**config.mk**
```make
export PLATFORM = sky130hd
export DESIGN_NAME = cyrillic_tokenizer_suffix_stemmer_top
export DESIGN_NICKNAME = d
export VERILOG_FILES = /design/src/cts_pkg.sv /design/src/cyrillic_tokenizer_suffix_stemmer_top.sv /design/src/cts_cell.sv /design/src/cts_suffix.sv
export SDC_FILE = /design/constraint.sdc
export NUM_CORES = 1
export LEC_CHECK = 0
export BUFFER_PORTS_ARGS = -buffer_cell sky130_fd_sc_hd__buf_2
export CORE_MARGIN = 10
export CORE_UTILIZATION = 45
export CTS_CLUSTER_SIZE = 25
export DETAILED_ROUTE_END_ITERATION = 7
export PLACE_DENSITY = 0.62
export SYNTH_ARGS = -nofsm -noshare
export SYNTH_HDL_FRONTEND = slang
export SYNTH_HIERARCHICAL = 1
export SYNTH_SLANG_ARGS = --single-unit
```
**constraint.sdc**
```tcl
create_clock -name clk -period 3.2 [get_ports clk]
set_input_delay 0.32 -clock clk [delete_from_list [all_inputs] [get_ports clk]]
set_output_delay 0.32 -clock clk [all_outputs]
set_load 0.03 [all_outputs]
```
**src/cts_pkg.sv**
```systemverilog
// Shared types, constants and helpers for the Cyrillic tokenizer and suffix stemmer.
`default_nettype none
package cts_pkg;

    // Depth of the letter row and letter code of U+0451
    localparam int BUF_DEPTH   = 32;
    localparam int NUM_ENDINGS = 28;
    localparam logic [5:0] YO_CODE = 6'd33;
    localparam logic [10:0] LETTER_BASE = 11'h430;

    // One character request
    typedef struct packed {
        logic [20:0] code_point;
        logic        end_of_text;
    } char_req_t;

    // One stem letter request
    typedef struct packed {
        logic [10:0] letter;
        logic        last_letter;
        logic        truncated;
    } stem_req_t;

    // Control for one letter cell
    typedef struct packed {
        logic load;
        logic shift;
    } cell_ctl_t;

    // Folded character: letter flag and letter code
    typedef struct packed {
        logic       is_letter;
        logic [5:0] code;
    } fold_t;

    // Ending: length, then letters in word order
    typedef struct packed {
        logic [2:0]       len;
        logic [0:3][5:0]  letters;
    } suffix_t;

    typedef enum logic [1:0] {
        ST_COLLECT,
        ST_CLOSE,
        ST_EMIT
    } state_t;

    // Endings, tried in this order
    localparam suffix_t SUFFIX_TABLE [NUM_ENDINGS] = '{
        '{3'd4, {6'd8,  6'd31, 6'd12, 6'd8}},
        '{3'd3, {6'd31, 6'd12, 6'd8,  6'd0}},
        '{3'd3, {6'd0,  6'd12, 6'd8,  6'd0}},
        '{3'd3, {6'd8,  6'd5,  6'd9,  6'd0}},
        '{3'd2, {6'd8,  6'd9,  6'd0,  6'd0}},
        '{3'd2, {6'd27, 6'd9,  6'd0,  6'd0}},
        '{3'd2, {6'd14, 6'd9,  6'd0,  6'd0}},
        '{3'd2, {6'd8,  6'd31, 6'd0,  6'd0}},
        '{3'd2, {6'd28, 6'd31, 6'd0,  6'd0}},
        '{3'd2, {6'd8,  6'd5,  6'd0,  6'd0}},
        '{3'd2, {6'd28, 6'd5,  6'd0,  6'd0}},
        '{3'd2, {6'd27, 6'd21, 6'd0,  6'd0}},
        '{3'd2, {6'd19, 6'd30, 6'd0,  6'd0}},
        '{3'd2, {6'd30, 6'd30, 6'd0,  6'd0}},
        '{3'd2, {6'd0,  6'd31, 6'd0,  6'd0}},
        '{3'd2, {6'd31, 6'd31, 6'd0,  6'd0}},
        '{3'd2, {6'd14, 6'd12, 6'd0,  6'd0}},
        '{3'd2, {6'd5,  6'd12, 6'd0,  6'd0}},
        '{3'd2, {6'd0,  6'd21, 6'd0,  6'd0}},
        '{3'd2, {6'd31, 6'd21, 6'd0,  6'd0}},
        '{3'd1, {6'd27, 6'd0,  6'd0,  6'd0}},
        '{3'd1, {6'd8,  6'd0,  6'd0,  6'd0}},
        '{3'd1, {6'd0,  6'd0,  6'd0,  6'd0}},
        '{3'd1, {6'd31, 6'd0,  6'd0,  6'd0}},
        '{3'd1, {6'd14, 6'd0,  6'd0,  6'd0}},
        '{3'd1, {6'd5,  6'd0,  6'd0,  6'd0}},
        '{3'd1, {6'd19, 6'd0,  6'd0,  6'd0}},
        '{3'd1, {6'd30, 6'd0,  6'd0,  6'd0}}
    };

    // Fold upper case to lower case and map to a letter code
    function automatic fold_t cts_fold(input logic [20:0] cp);
        fold_t r;
        r.is_letter = 1'b1;
        r.code      = '0;
        if (cp inside {[21'h410:21'h42F]}) begin
            r.code = 6'(cp - 21'h410);
        end
        else if (cp inside {[21'h430:21'h44F]}) begin
            r.code = 6'(cp - 21'h430);
        end
        else if (cp == 21'h401 || cp == 21'h451) begin
            r.code = YO_CODE;
        end
        else begin
            r.is_letter = 1'b0;
        end
        return r;
    endfunction

endpackage
`default_nettype wire

```
**src/cyrillic_tokenizer_suffix_stemmer_top.sv**
```systemverilog
// Top level of the Cyrillic tokenizer and suffix stemmer.
// Takes one code point per char request and returns stems one letter per stem request.
// A letter is taken and written into the cell row at the current word length;
// letters past the capacity min(MAX_WORD, 32) are dropped and the stem is flagged
// truncated. A non-letter or end_of_text closes the word: the input is held in
// ST_CLOSE while the ending matcher picks the cut, then in ST_EMIT while the stem
// letters are sent from cell 0, which drives the output, as the row shifts toward
// it; stem_stall holds the row. When end_of_text rides on the last letter, that
// letter is stored and closes the word. A non-letter that closes no word is taken
// without holding the input.
`default_nettype none
module cyrillic_tokenizer_suffix_stemmer_top #(
    parameter int MAX_WORD = 32
) (
    input  wire logic               clk,
    input  wire logic               rst_n,
    input  wire logic               char_valid,
    output logic                    char_stall,
    input  wire cts_pkg::char_req_t char_data,
    output logic                    stem_valid,
    input  wire logic               stem_stall,
    output cts_pkg::stem_req_t      stem_data
);
    import cts_pkg::*;

    localparam int WordCap = (MAX_WORD < BUF_DEPTH) ? MAX_WORD : BUF_DEPTH;
    localparam int CntW    = $clog2(WordCap + 1);

    state_t          state_reg, state_next;
    logic [CntW-1:0] count_reg, count_next;
    logic [CntW-1:0] left_reg, left_next;
    logic            ovf_reg, ovf_next;

    logic            accept;
    logic            store;
    logic            emit_fire;
    fold_t           fold;
    logic [2:0]      cut_len;

    logic [5:0]      cell_code [WordCap];
    cell_ctl_t       cell_ctl  [WordCap];

    assign fold   = cts_fold(char_data.code_point);
    assign accept = char_valid && !char_stall;

    // Row of letter cells; cell 0 holds the next letter to send
    for (genvar g = 0; g < WordCap; g++)
    begin : g_cell
        logic [5:0] next_code;
        if (g == WordCap - 1)
        begin : g_end
            assign next_code = '0;
        end
        else
        begin : g_mid
            assign next_code = cell_code[g+1];
        end
        assign cell_ctl[g].load  = store && (count_reg == CntW'(g));
        assign cell_ctl[g].shift = emit_fire;
        cts_cell u_cell (
            .clk       (clk),
            .ctl       (cell_ctl[g]),
            .load_code (fold.code),
            .next_code (next_code),
            .code      (cell_code[g])
        );
    end

    // Ending matcher on the last stored letters
    cts_suffix #(
        .CntW (CntW)
    ) u_suffix (
        .clk      (clk),
        .push     (store),
        .code     (fold.code),
        .word_len (count_reg),
        .cut_len  (cut_len)
    );

    // Hold state, counters and flag
    always_ff @(posedge clk or negedge rst_n)
    begin
        if (!rst_n)
        begin
            state_reg <= ST_COLLECT;
            count_reg <= '0;
            left_reg  <= '0;
            ovf_reg   <= 1'b0;
        end
        else
        begin
            state_reg <= state_next;
            count_reg <= count_next;
            left_reg  <= left_next;
            ovf_reg   <= ovf_next;
        end
    end

    // Collect letters, select the cut, then send the stem
    always_comb
    begin
        state_next = state_reg;
        count_next = count_reg;
        left_next  = left_reg;
        ovf_next   = ovf_reg;
        char_stall = 1'b1;
        stem_valid = 1'b0;
        store      = 1'b0;
        emit_fire  = 1'b0;
        case (state_reg)
            ST_COLLECT:
            begin
                char_stall = 1'b0;
                if (accept && fold.is_letter)
                begin
                    if (count_reg < CntW'(WordCap))
                    begin
                        store      = 1'b1;
                        count_next = count_reg + CntW'(1);
                    end
                    else
                    begin
                        ovf_next = 1'b1;
                    end
                end
                if (accept && (!fold.is_letter || char_data.end_of_text) &&
                    (count_reg != '0 || store))
                begin
                    state_next = ST_CLOSE;
                end
            end
            ST_CLOSE:
            begin
                left_next  = count_reg - CntW'(cut_len);
                state_next = ST_EMIT;
            end
            ST_EMIT:
            begin
                stem_valid = 1'b1;
                if (!stem_stall)
                begin
                    emit_fire = 1'b1;
                    left_next = left_reg - CntW'(1);
                    if (left_reg == CntW'(1))
                    begin
                        count_next = '0;
                        ovf_next   = 1'b0;
                        state_next = ST_COLLECT;
                    end
                end
            end
            default:
            begin
                state_next = ST_COLLECT;
            end
        endcase
    end

    assign stem_data.letter      = LETTER_BASE + {5'd0, cell_code[0]};
    assign stem_data.last_letter = (left_reg == CntW'(1));
    assign stem_data.truncated   = ovf_reg;

    // Checks on the word and stem counters, the truncation flag and request overlap
    a_emit_left: assert property (@(posedge clk) disable iff (!rst_n)
        state_reg == ST_EMIT |-> left_reg != '0 && left_reg <= count_reg)
        else $error("stem count out of range while sending");

    a_no_overlap: assert property (@(posedge clk) disable iff (!rst_n)
        (char_valid && !char_stall) |-> !stem_valid)
        else $error("char request taken while a stem letter is pending");

    a_clear_after_last: assert property (@(posedge clk) disable iff (!rst_n)
        (stem_valid && !stem_stall && stem_data.last_letter) |=>
            count_reg == '0 && !ovf_reg && state_reg == ST_COLLECT)
        else $error("word not cleared after last stem letter");

    a_ovf_full: assert property (@(posedge clk) disable iff (!rst_n)
        ovf_reg |-> count_reg == CntW'(WordCap))
        else $error("truncation flag set on a word that is not full");

    a_close_nonempty: assert property (@(posedge clk) disable iff (!rst_n)
        state_reg == ST_CLOSE |-> count_reg != '0)
        else $error("closing an empty word");

endmodule
`default_nettype wire

```
**src/cts_cell.sv**
```systemverilog
// One letter cell of the word row: loads a letter or takes its neighbor's letter.
`default_nettype none
module cts_cell (
    input  wire logic             clk,
    input  wire cts_pkg::cell_ctl_t ctl,
    input  wire logic [5:0]       load_code,
    input  wire logic [5:0]       next_code,
    output logic [5:0]            code
);

    logic [5:0] code_reg;

    // Load a new letter, or advance toward the head of the row
    always_ff @(posedge clk)
    begin
        if (ctl.load)
        begin
            code_reg <= load_code;
        end
        else if (ctl.shift)
        begin
            code_reg <= next_code;
        end
    end

    assign code = code_reg;

endmodule
`default_nettype wire

```
**src/cts_suffix.sv**
```systemverilog
// Tail window of the last four stored letters and the ending matcher.
`default_nettype none
module cts_suffix #(
    parameter int CntW = 6
) (
    input  wire logic            clk,
    input  wire logic            push,
    input  wire logic [5:0]      code,
    input  wire logic [CntW-1:0] word_len,
    output logic [2:0]           cut_len
);
    import cts_pkg::*;

    // tail_reg[0] is the last letter, tail_reg[3] the fourth from the end
    logic [3:0][5:0] tail_reg;

    // Shift in each stored letter
    always_ff @(posedge clk)
    begin
        if (push)
        begin
            tail_reg <= {tail_reg[2:0], code};
        end
    end

    // Pick the first ending in list order that matches and leaves at least three letters
    always_comb
    begin
        int   idx;
        logic hit;
        cut_len = '0;
        for (int i = NUM_ENDINGS - 1; i >= 0; i--)
        begin
            hit = 1'b1;
            for (int k = 0; k < 4; k++)
            begin
                idx = int'(SUFFIX_TABLE[i].len) - 1 - k;
                if (k < int'(SUFFIX_TABLE[i].len) &&
                    tail_reg[idx[1:0]] != SUFFIX_TABLE[i].letters[k])
                begin
                    hit = 1'b0;
                end
            end
            if (hit && int'(word_len) > int'(SUFFIX_TABLE[i].len) + 2)
            begin
                cut_len = SUFFIX_TABLE[i].len;
            end
        end
    end

endmodule
`default_nettype wire
```
==> results of run 1 <==
[cell type report]
type	instances	share of cell area (%)
Sequential cell	231	49.39
Timing Repair Buffer	105	5.611
Inverter	18	0.4864
Clock buffer	34	5.107
Clock inverter	11	1.153
Multi-Input combinational cell	502	35.18
Tap cell	341	3.071
[kinds of logic after synthesis]
family / after synthesis / synth area share [%]
fa+ha+maj: 15 / 1.605
simple gates: 215 / 9.568
xor+xnor: 7 / 0.5041
buf+inv: 64 / 4.136
flops: 231 / 56.42
other cells: 2 / 0.06175
mux: 201 / 24.44
compound gates: 54 / 3.261
[path summary, 6_finish.rpt]
kind	startpoint	to	slack, ns	cells past startpoint
min in group asynchronous	rst_n	ovf_reg	0.25	2
min reg2reg	u_suffix/tail_reg[12]	u_suffix/tail_reg[18]	0.48	0
max in group asynchronous	rst_n	left_reg[1]	2.67	2
min	char_data[0]	state_reg[0]	0.05	3
max reg2reg	u_suffix/tail_reg[10]	left_reg[3]	0.19	13
max	u_suffix/tail_reg[10]	left_reg[3]	0.19	13
[cell usage after synthesis, drive strengths merged (5+ instances only)]
library cell,number
nand2,42
o21ai,14
buf,41
clkbuf,5
nand3b,5
or4,5
and3,7
nor2,44
dfrtp,15
edfxtp,216
and2,5
ha,14
a21oi,11
xor2,5
mux2,192
inv,18
nand3,13
nor4,5
or2,33
nor3,15
a31oi,6
nand2b,8
nor2b,10
mux2i,9
[repair_timing]
action                                  in CTS  in global routing
buffers inserted                             0                  2
endpoints found under the hold margin       15                  0
endpoints found under the setup margin       0                  4
resized for setup                            0                 11
hold buffers                                 1                  0
[through the flow]
stage / hold slack [ns] / TNS, ns / utilization [%] / cell area, um2 / power (uW)
floorplan: 0.02441 / 0 / - / 12190 / 5620
global placement: 0.2540 / -1.437 / 48.32 / 12950 / 6042
detailed placement: 0.2590 / -6.114 / 48.32 / 12950 / 6079
CTS: 0.02914 / 0 / 51.61 / 13830 / 9134
global route: 0.04341 / 0 / 51.83 / 13890 / 9479
finish: 0.04593 / 0 / 51.83 / 13890 / 9035
[where the power goes]
group          switching (uW)  leakage, uW  internal [uW]
combinational             908      0.00283            845
sequential                227      0.00222           4040
clock                    1140     0.000429           1870
[placed cells by master, fill, tap and decap left out, drive strengths merged, types with 5 or more instances in the layout]
master	netlist	final
xor2	5	5
conb	2	10
nand3	13	13
a31oi	6	6
edfxtp	216	216
clkinv	0	6
nand2	42	42
mux2	192	192
nor4	5	5
dfrtp	15	15
nand3b	5	5
nor2	44	44
and2	5	5
nor3	15	15
a21oi	11	11
or2	33	33
buf	41	104
and3	7	7
nor2b	10	10
nand2b	8	8
ha	14	14
clkbuf	5	34
mux2i	9	9
or4	5	5
inv	18	19
o21ai	14	14
[per-layer routing]
metal  vias up  GRT usage, %  wire [um]
li1       3128             -          -
met1      3257         18.12      10460
met2       111         22.79      11340
met3        31         2.008        815
met4         0         3.343        438
met5         -             0          0
[tightest hold or removal path: cells and delay by family]
family | cells | cell delay, ns
buffers and inverters | 1 | 0.08
AND/OR/NAND/NOR | 1 | 0.08
multiplexers | 1 | 0.06
==> metrics.md, run 1 <==
| Metric | Value |
|---|---|
| Fmax | 0.3319 GHz |
| Max IR drop VDD | 513.2 uV |
| Hold Crit Class | in2reg |
| Worst path required time | 3.60 ns |
| Startpoint types | flop |
| Pre-CTS WS | -0.08955 ns |
| CP top delay family | simple AND/OR/NAND/NOR gates |
| Crit path max fanout | 4 |
| Vias per cell | 5.255 |
| Main synth FF type | edfxtp_1 |
| Drt total wl | between 20000 and 25000 um |
| I/O pins | 41 |
| Bufs on Longest Clock Path | 3 |
| GPL Wtd Cong | 0.8858 |
| Post-Syn Area | 12160 um2 |
| Dpl hpwl | 14770 um |
| Nets | 924 |
| Max Cap Viol | 0 |
| First drt pass iteration count | 5 |
| Multi-input logic area | between 4000 and 5000 um2 |
| First-pass GRT wire length | 37070 um |
| Die width | ~180 um |
| Num CTS Buffers | 25 |
| Number of global-route vias before repair | 6816 |
| Buffers on Ports | 36 |
| CTS H-tree lvls | 1 |
| Register area share after synthesis | a little under three fifths |
| FF/Latch Area | 6862 um2 |
| GRT Total Usage | 13.62% |
| Clock transition at the registers of the reported paths | 0.06 ns |
| Max-slew violations | 0 |
| Placement Rows | 60 |
| Worst Slack Setup Final | 0.1869 ns |
| Avg WL per Cell | 18.56 um |
| # placed instances | 1194 |
| Gate Count Post-Synth | ~800 |
| Initial antenna violation count | 0 |
| Final Setup Violations | 0 |
| CP Capture Type | flop |
| Filler cells | around 2200 |
| CP max-delay cell | or4_1 |
| Routed vias | 6527 |
| Die H | ~180 um |
| Clk Latency, worst-skew pair | 0.52 ns |
| Post-synthesis cell type count | 68 |
| Mapped Avg Cell Area | 15.41 um2 |
| Lkg Pwr | 0.005484 uW |
| CP peak stage delay | roughly 0.52 ns |
| Antenna fix cells | 0 |
| Buf/Inv on CP | 1 |
| Critical path arrival | 3.42 ns |
| Yosys warns | 6 |
| Initial Util | 45.38% |
| Synth area leader | edfxtp_1 |
| Min cycle time layout | 3.013 ns |
| Antenna-violating nets left | 0 |
| Largest net degree at the start of global routing | 36 |
| Rel. slew slack | 64.47% |
| Synth area leaders | edfxtp_1 (53%), mux2_4 (24%), dfrtp_1 (3.1%) |
| RSZ-0062 raised after global routing | no |
| Fraction of registers with async set/reset | under 10% |
| Status | complete, no violations |
| Die area | 34000 um2 |
| Layout cells sized above 1 | 39.84% |
| Layout area overhead | 14.23% |
| Synthesized flop and latch total | 231 |
| Post-synth top area share | 53.33% |
| Worst-margin pin slew | about 0.53 ns |
| EDFF count, synth | around 220 |
| Non-Filler Instances | 1242 |
| Clock root cell | clkbuf_16 |
| Kind of critical path | reg2reg |
| CTS tree | yes |
| Number of remaining DRC errors | 0 |
| Gr ovfl total | 0 |
| Clock skew | ~0.016 ns |
| PwrDens | 650.4 nW/um2 |
| CTS Sinks | 231 |
| Max FFs per register | approximately 190 |
| Final Hold Fails | 0 |
| Detailed Route Iter0 Violations | between 400 and 500 |
| CP dominant cell by count | nor2b_1 |
| CORE AREA | 26800 um2 |
| Final period util | 94.16% |
| Crit path cell chain | or3b_4 -> or4_1 -> nor4_2 -> o211ai_1 -> nand2_1 -> inv_1 -> ha_1 -> nor2b_1 -> o21ai_1 -> nor2b_1 -> xnor2_1 -> o21ai_0 -> a22o_1 |
No activity file was read; power rests on OpenSTA's default activity.
==> run 2: changes to the inputs <==
==> constraint.sdc (replaced) <==
create_clock -name clk -period 3.2 [get_ports clk]
set_input_delay 0.64 -clock clk [delete_from_list [all_inputs] [get_ports clk]]
set_output_delay 0.64 -clock clk [all_outputs]
set_load 0.03 [all_outputs]
==> metrics.md, run 2 (synthesis results as in run 1) <==
| Metric | Value |
|---|---|
| Final Setup Violations | 0 |
| Drt total wl | 23920 um |
| Max Used Layer | met4 |
| Initial antenna violation count | 0 |
| M1 wire length | 11060 um |
| Met2 Wirelength | 11640 um |
| WP depth | 13 |
| Worst-margin pin slew | roughly 0.50 ns |
| Reg2reg path depth | 13 |
| Avg WL per Cell | 18.94 um |
| Buffers on Ports | 36 |
| Die area | 34000 um2 |
| Layout cells sized above 1 | 42.30% |
| CP max-delay cell | or4_1 |
| Dpl hpwl | 15270 um |
| Max FFs per register | 192 |
| Worst setup path endpoint | left_reg[3] |
| Placement Rows | 60 |
| CTS Sinks | ~230 |
| Vias per cell | 5.284 |
| Buf/Inv on CP | 1 |
| Detailed Route Iter0 Violations | 401 |
| CTS H-tree lvls | 1 |
| Initial Util | 45.38% |
| TNS Setup | 0 ns |
| Fmax | 0.3324 GHz |
| CP Capture Type | flop |
| Max-slew violations | 0 |
| GRT Total Usage | 14.08% |
| Worst path required time | about 3.6 ns |
| Crit path cell chain | or3b_4 -> or4_1 -> nor4_2 -> o211ai_1 -> nand2_1 -> inv_1 -> ha_1 -> nor2b_1 -> o21ai_1 -> nor2b_2 -> xnor2_1 -> o21ai_0 -> a22o_1 |
| Critical path arrival | 3.43 ns |
| Bufs on Longest Clock Path | 3 |
| Routed vias | 6674 |
| Most frequent cells in the layout | edfxtp_1 (216), mux2_4 (192), buf_4 (77) |
| FF-to-FF setup slack | 0.19 ns |
| Die width | 184.4 um |
| Crit path max fanout | 4 |
| Hold Crit Class | in2async |
| Num CTS Buffers | 26 |
| Max IR drop VDD | 400.9 uV |
| Critical Path Source | u_suffix/tail_reg[10] |
| Most common cell after layout, fill and taps aside | edfxtp_1 |
| Largest net degree at the start of global routing | 36 |
| First drt pass iteration count | 5 |
| Status | complete, no violations |
| Min cycle time layout | between 3 and 4 ns |
| Die H | between 150 and 200 um |
| First-pass GRT wire length | 38270 um |
| Final period util | 94.01% |
| Nets | 944 |
| Reg-to-reg startpoint | u_suffix/tail_reg[10] |
| I/O pins | 41 |
| R2r endpoint | left_reg[3] |
| Layout area overhead | 16.55% |
| Number of global-route vias before repair | 6881 |
| CORE AREA | 26800 um2 |
| Met3 wire len | 846 um |
| Antenna fix cells | 0 |
| Clock root cell | clkbuf_16 |
| CP peak stage delay | 0.52 ns |
| Clock skew | 0.02763 ns |
| Startpoint types | flop |
| CTS tree | yes |
| Kind of critical path | reg2reg |
| Antenna-violating nets left | 0 |
| PwrDens | 644.0 nW/um2 |
| Gr ovfl total | 0 |
| Final Hold Fails | 0 |
| Clk Latency, worst-skew pair | approximately 0.53 ns |
| GPL Wtd Cong | 0.8369 |
| Final Core Density | 52.89% |
| Clock transition at the registers of the reported paths | 0.06 ns |
| Rel. slew slack | between 60% and 70% |
| RSZ-0062 raised after global routing | no |
| Number of remaining DRC errors | 0 |
| Max Cap Viol | 0 |
| CP top delay family | simple AND/OR/NAND/NOR gates |
| Lkg Pwr | 0.005608 uW |
run 2: cell types whose count changed in the layout (fill, tap and decap cells not counted), sizes merged:
cell,before,now
clkbuf,34,33
dlygate4sd3,1,0
buf,104,124
clkinv,6,9
run 2: metal layers:
layer / GRT usage [%] / vias to the layer above
met5: 0 / -
met4: 3.015 / 0
met3: 2.028 / 30
met2: 23.48 / 116
met1: 19.02 / 3350
li1: - / 3178
run 2: worst min path at each step:
stage	startpoint	endpoint	slack [ns]	cells past startpoint
after detailed placement	u_suffix/tail_reg[14]	u_suffix/tail_reg[20]	0.46	0
after CTS	rst_n	left_reg[0]	0.007	1
after global placement	u_suffix/tail_reg[16]	u_suffix/tail_reg[22]	0.45	0
after global routing	rst_n	left_reg[2]	0.02	1
final	rst_n	left_reg[2]	0.02	1
after floorplan	rst_n	count_reg[0]	0.34	0
run 2: what timing repair did:
action / in CTS / in global routing
gates resized for setup: 0 / 12
buffers inserted: 0 / 1
endpoints found under the setup margin: 0 / 4
hold buffers: 0 / 0
run 2: metrics by stage:
stage	area (um2)	hold slack, ns	worst slack, ns	total power, uW	std cells
after floorplan	12280	0.3444	-0.04660	5623	797
after global placement	13240	0.4506	-0.1951	6086	1215
after detailed placement	13240	0.4569	-0.1615	6119	1215
after CTS	14120	0.007061	0.003315	9194	1262
after global routing	14170	0.02410	0.005478	9555	1263
final	14170	0.01982	0.1916	9128	1263
run 2: area by class of cell:
cell class	count	area, um2
clock buffer	33	696.9
clock inverter	14	185.2
fill	2208	12630
inverter	18	67.56
multi-input combinational	502	4967
sequential	231	6862
tap	341	426.7
timing repair buffer	124	969.7
run 2: worst reg2reg max path, stage by stage (launching register included):
cell and delay (ns):
edfxtp_1 0.38, or3b_4 0.43, or4_1 0.52, nor4_2 0.18, o211ai_1 0.13, nand2_1 0.11, inv_1 0.05, ha_1 0.25
nor2b_1 0.13, o21ai_1 0.14, nor2b_2 0.17, xnor2_1 0.13, o21ai_0 0.10, a22o_1 0.18
run 2: where the power goes:
| part | switching, uW | internal [uW] |
|---|---|---|
| logic | 941 | 873 |
| registers | 219 | 4050 |
| clock network | 1180 | 1870 |
==> run 3: changes to the inputs <==
Settings changed: PLACE_DENSITY 0.62 to 0.6.
Clock period 3.2 ns to 2.9 ns, I/O delays scaled along.
==> metrics.md, run 3 (synthesis results as in run 1) <==
| Metric | Value |
|---|---|
| CP max-delay cell | or4_4 |
| Layout area overhead | 19.21% |
| GRT Total Usage | 14.61% |
| PwrDens | 707.8 nW/um2 |
| Critical Path Source | u_suffix/tail_reg[7] |
| Bufs on Longest Clock Path | 3 |
| Worst Slack Setup Final | -0.1316 ns |
| GPL Wtd Cong | 0.8575 |
| CORE AREA | roughly 27000 um2 |
| Lkg Pwr | 0.005764 uW |
| Largest net degree at the start of global routing | 35 |
| CP Capture Type | flop |
| CP dominant cell by count | o21ai_1 |
| CTS Sinks | 231 |
| RSZ-0062 raised after global routing | yes |
| Antenna-violating nets left | 0 |
| Num CTS Buffers | 25 |
| Clock skew | 0.007845 ns |
| Drt total wl | 25100 um |
| Initial antenna violation count | 0 |
| Kind of critical path | reg2reg |
| Status | finished, violations left |
| Hold Crit Class | in2reg |
| Die width | 184.4 um |
| Min cycle time layout | between 3 and 4 ns |
| Number of global-route vias before repair | around 7200 |
| Clk Latency, worst-skew pair | 0.52 ns |
| CTS tree | yes |
| Number of remaining DRC errors | 0 |
| Antenna fix cells | 0 |
| Most frequent cells in the layout | edfxtp_1 (216), mux2_4 (192), buf_4 (103) |
| Placement Rows | 60 |
| Most common cell after layout, fill and taps aside | edfxtp_1 |
| CTS H-tree lvls | 1 |
| Dpl hpwl | 16090 um |
| Die area | 34000 um2 |
| Detailed Route Iter0 Violations | 404 |
| Routed vias | 6829 |
| Filler cells | 2191 |
| CP top delay family | simple AND/OR/NAND/NOR gates |
| Buf/Inv on CP | 2 |
| Die H | 184.4 um |
| Max IR drop VDD | around 420 uV |
| Startpoint types | flop |
| Max Cap Viol | 0 |
| WHS | 0.3182 ns |
| Initial Util | a little under half |
| Pwr Total | 10260 uW |
| Hold Path Origin | char_data[0] |
| Max FFs per register | 192 |
| Nets | 970 |
| Critical path arrival | 3.44 ns |
| First-pass GRT wire length | just under 40000 um |
| Clock transition at the registers of the reported paths | 0.06 ns |
| Final period util | 104.5% |
| Crit path max fanout | 8 |
| Failing checks | negative setup slack |
| Buffers on Ports | 36 |
| Reg-to-reg startpoint | u_suffix/tail_reg[7] |
| Gr ovfl total | 0 |
| Worst path required time | 3.31 ns |
| CP peak stage delay | 0.53 ns |
| Crit path cell chain | buf_6 -> or4_4 -> mux2i_2 -> a41o_1 -> o41ai_2 -> nand2_1 -> inv_1 -> ha_1 -> nor2b_1 -> o21ai_1 -> nor2b_2 -> xnor2_1 -> o21ai_1 -> a22o_1 |
| I/O pins | slightly above 40 |
| Max-slew violations | 0 |
| Vias per cell | approximately 5.3 |
| Layout cells sized above 1 | 45.68% |
| Final Hold Fails | 0 |
| Rel. slew slack | 57.81% |
| First drt pass iteration count | 4 |
| Worst-margin pin slew | 0.6286 ns |
| Fmax | approximately 0.33 GHz |
| Final Setup Violations | 4 |
| Clock root cell | clkbuf_16 |
| Avg WL per Cell | around 19 um |
[run 3: final timing paths]
| check | end | slack [ns] | cells past startpoint |
|---|---|---|---|
| hold / removal | state_reg[0] | 0.32 | 3 |
| setup / recovery | left_reg[3] | -0.13 | 14 |
| setup reg to reg | left_reg[3] | -0.13 | 14 |
| min in group asynchronous | left_reg[2] | 0.50 | 2 |
| hold reg to reg | u_suffix/tail_reg[21] | 0.52 | 0 |
| max in group asynchronous | count_reg[3] | 2.14 | 2 |
[run 3: timing repair]
item | 4_1_cts | 5_1_grt
pin swaps | 14 | 8
gates resized for setup | 27 | 18
hold buffers | 1 | 0
buffers inserted | 4 | 3
hold endpoints to repair | 15 | 0
setup endpoints to repair | 163 | 191
[run 3: report_power, final]
part           switching, uW  leakage [uW]  total (uW)  internal (uW)
logic                   1080       0.00311        2100           1020
registers                252       0.00222        4720           4460
clock network           1300      0.000427        3440           2150
[run 3: cell type report]
type                    instances  area, um2  share of cell area (%)
multi-input cells             502       5089                   35.10
inverters                      18      67.56                  0.4660
flip-flops and latches        231       6862                   47.33
repair buffers                151       1157                   7.983
clock buffers                  29      650.6                   4.488
clock inverters                17      245.2                   1.692
well taps                     341      426.7                   2.943
[run 3: tightest hold or removal path, cell delays in order]
cell and delay [ns]:
buf_2 0.08, mux2i_1 0.06, nor2_1 0.08
[run 3: stage by stage]
stage                     setup slack, ns  setup TNS (ns)  util [%]  cell area (um2)  instances
final                             -0.1316         -0.3892     54.09            14500       1289
after global routing              -0.2898          -1.157     54.09            14500       1289
after CTS                         -0.1065         -0.3371     53.75            14410       1286
after detailed placement          -0.6301         -181.28     49.89            13370       1236
after global placement            -0.5635         -162.13     49.89            13370       1236
after floorplan                   -0.2780          -64.66         -            12280        797
[run 3: layer usage]
metal  wire (um)  GRT usage, %  vias to the layer above
met2       12560         25.35                      130
met5           0             0                        -
met3         832         2.067                       45
met1       11150         18.65                     3439
li1            -             -                     3215
met4         565         3.802                        0
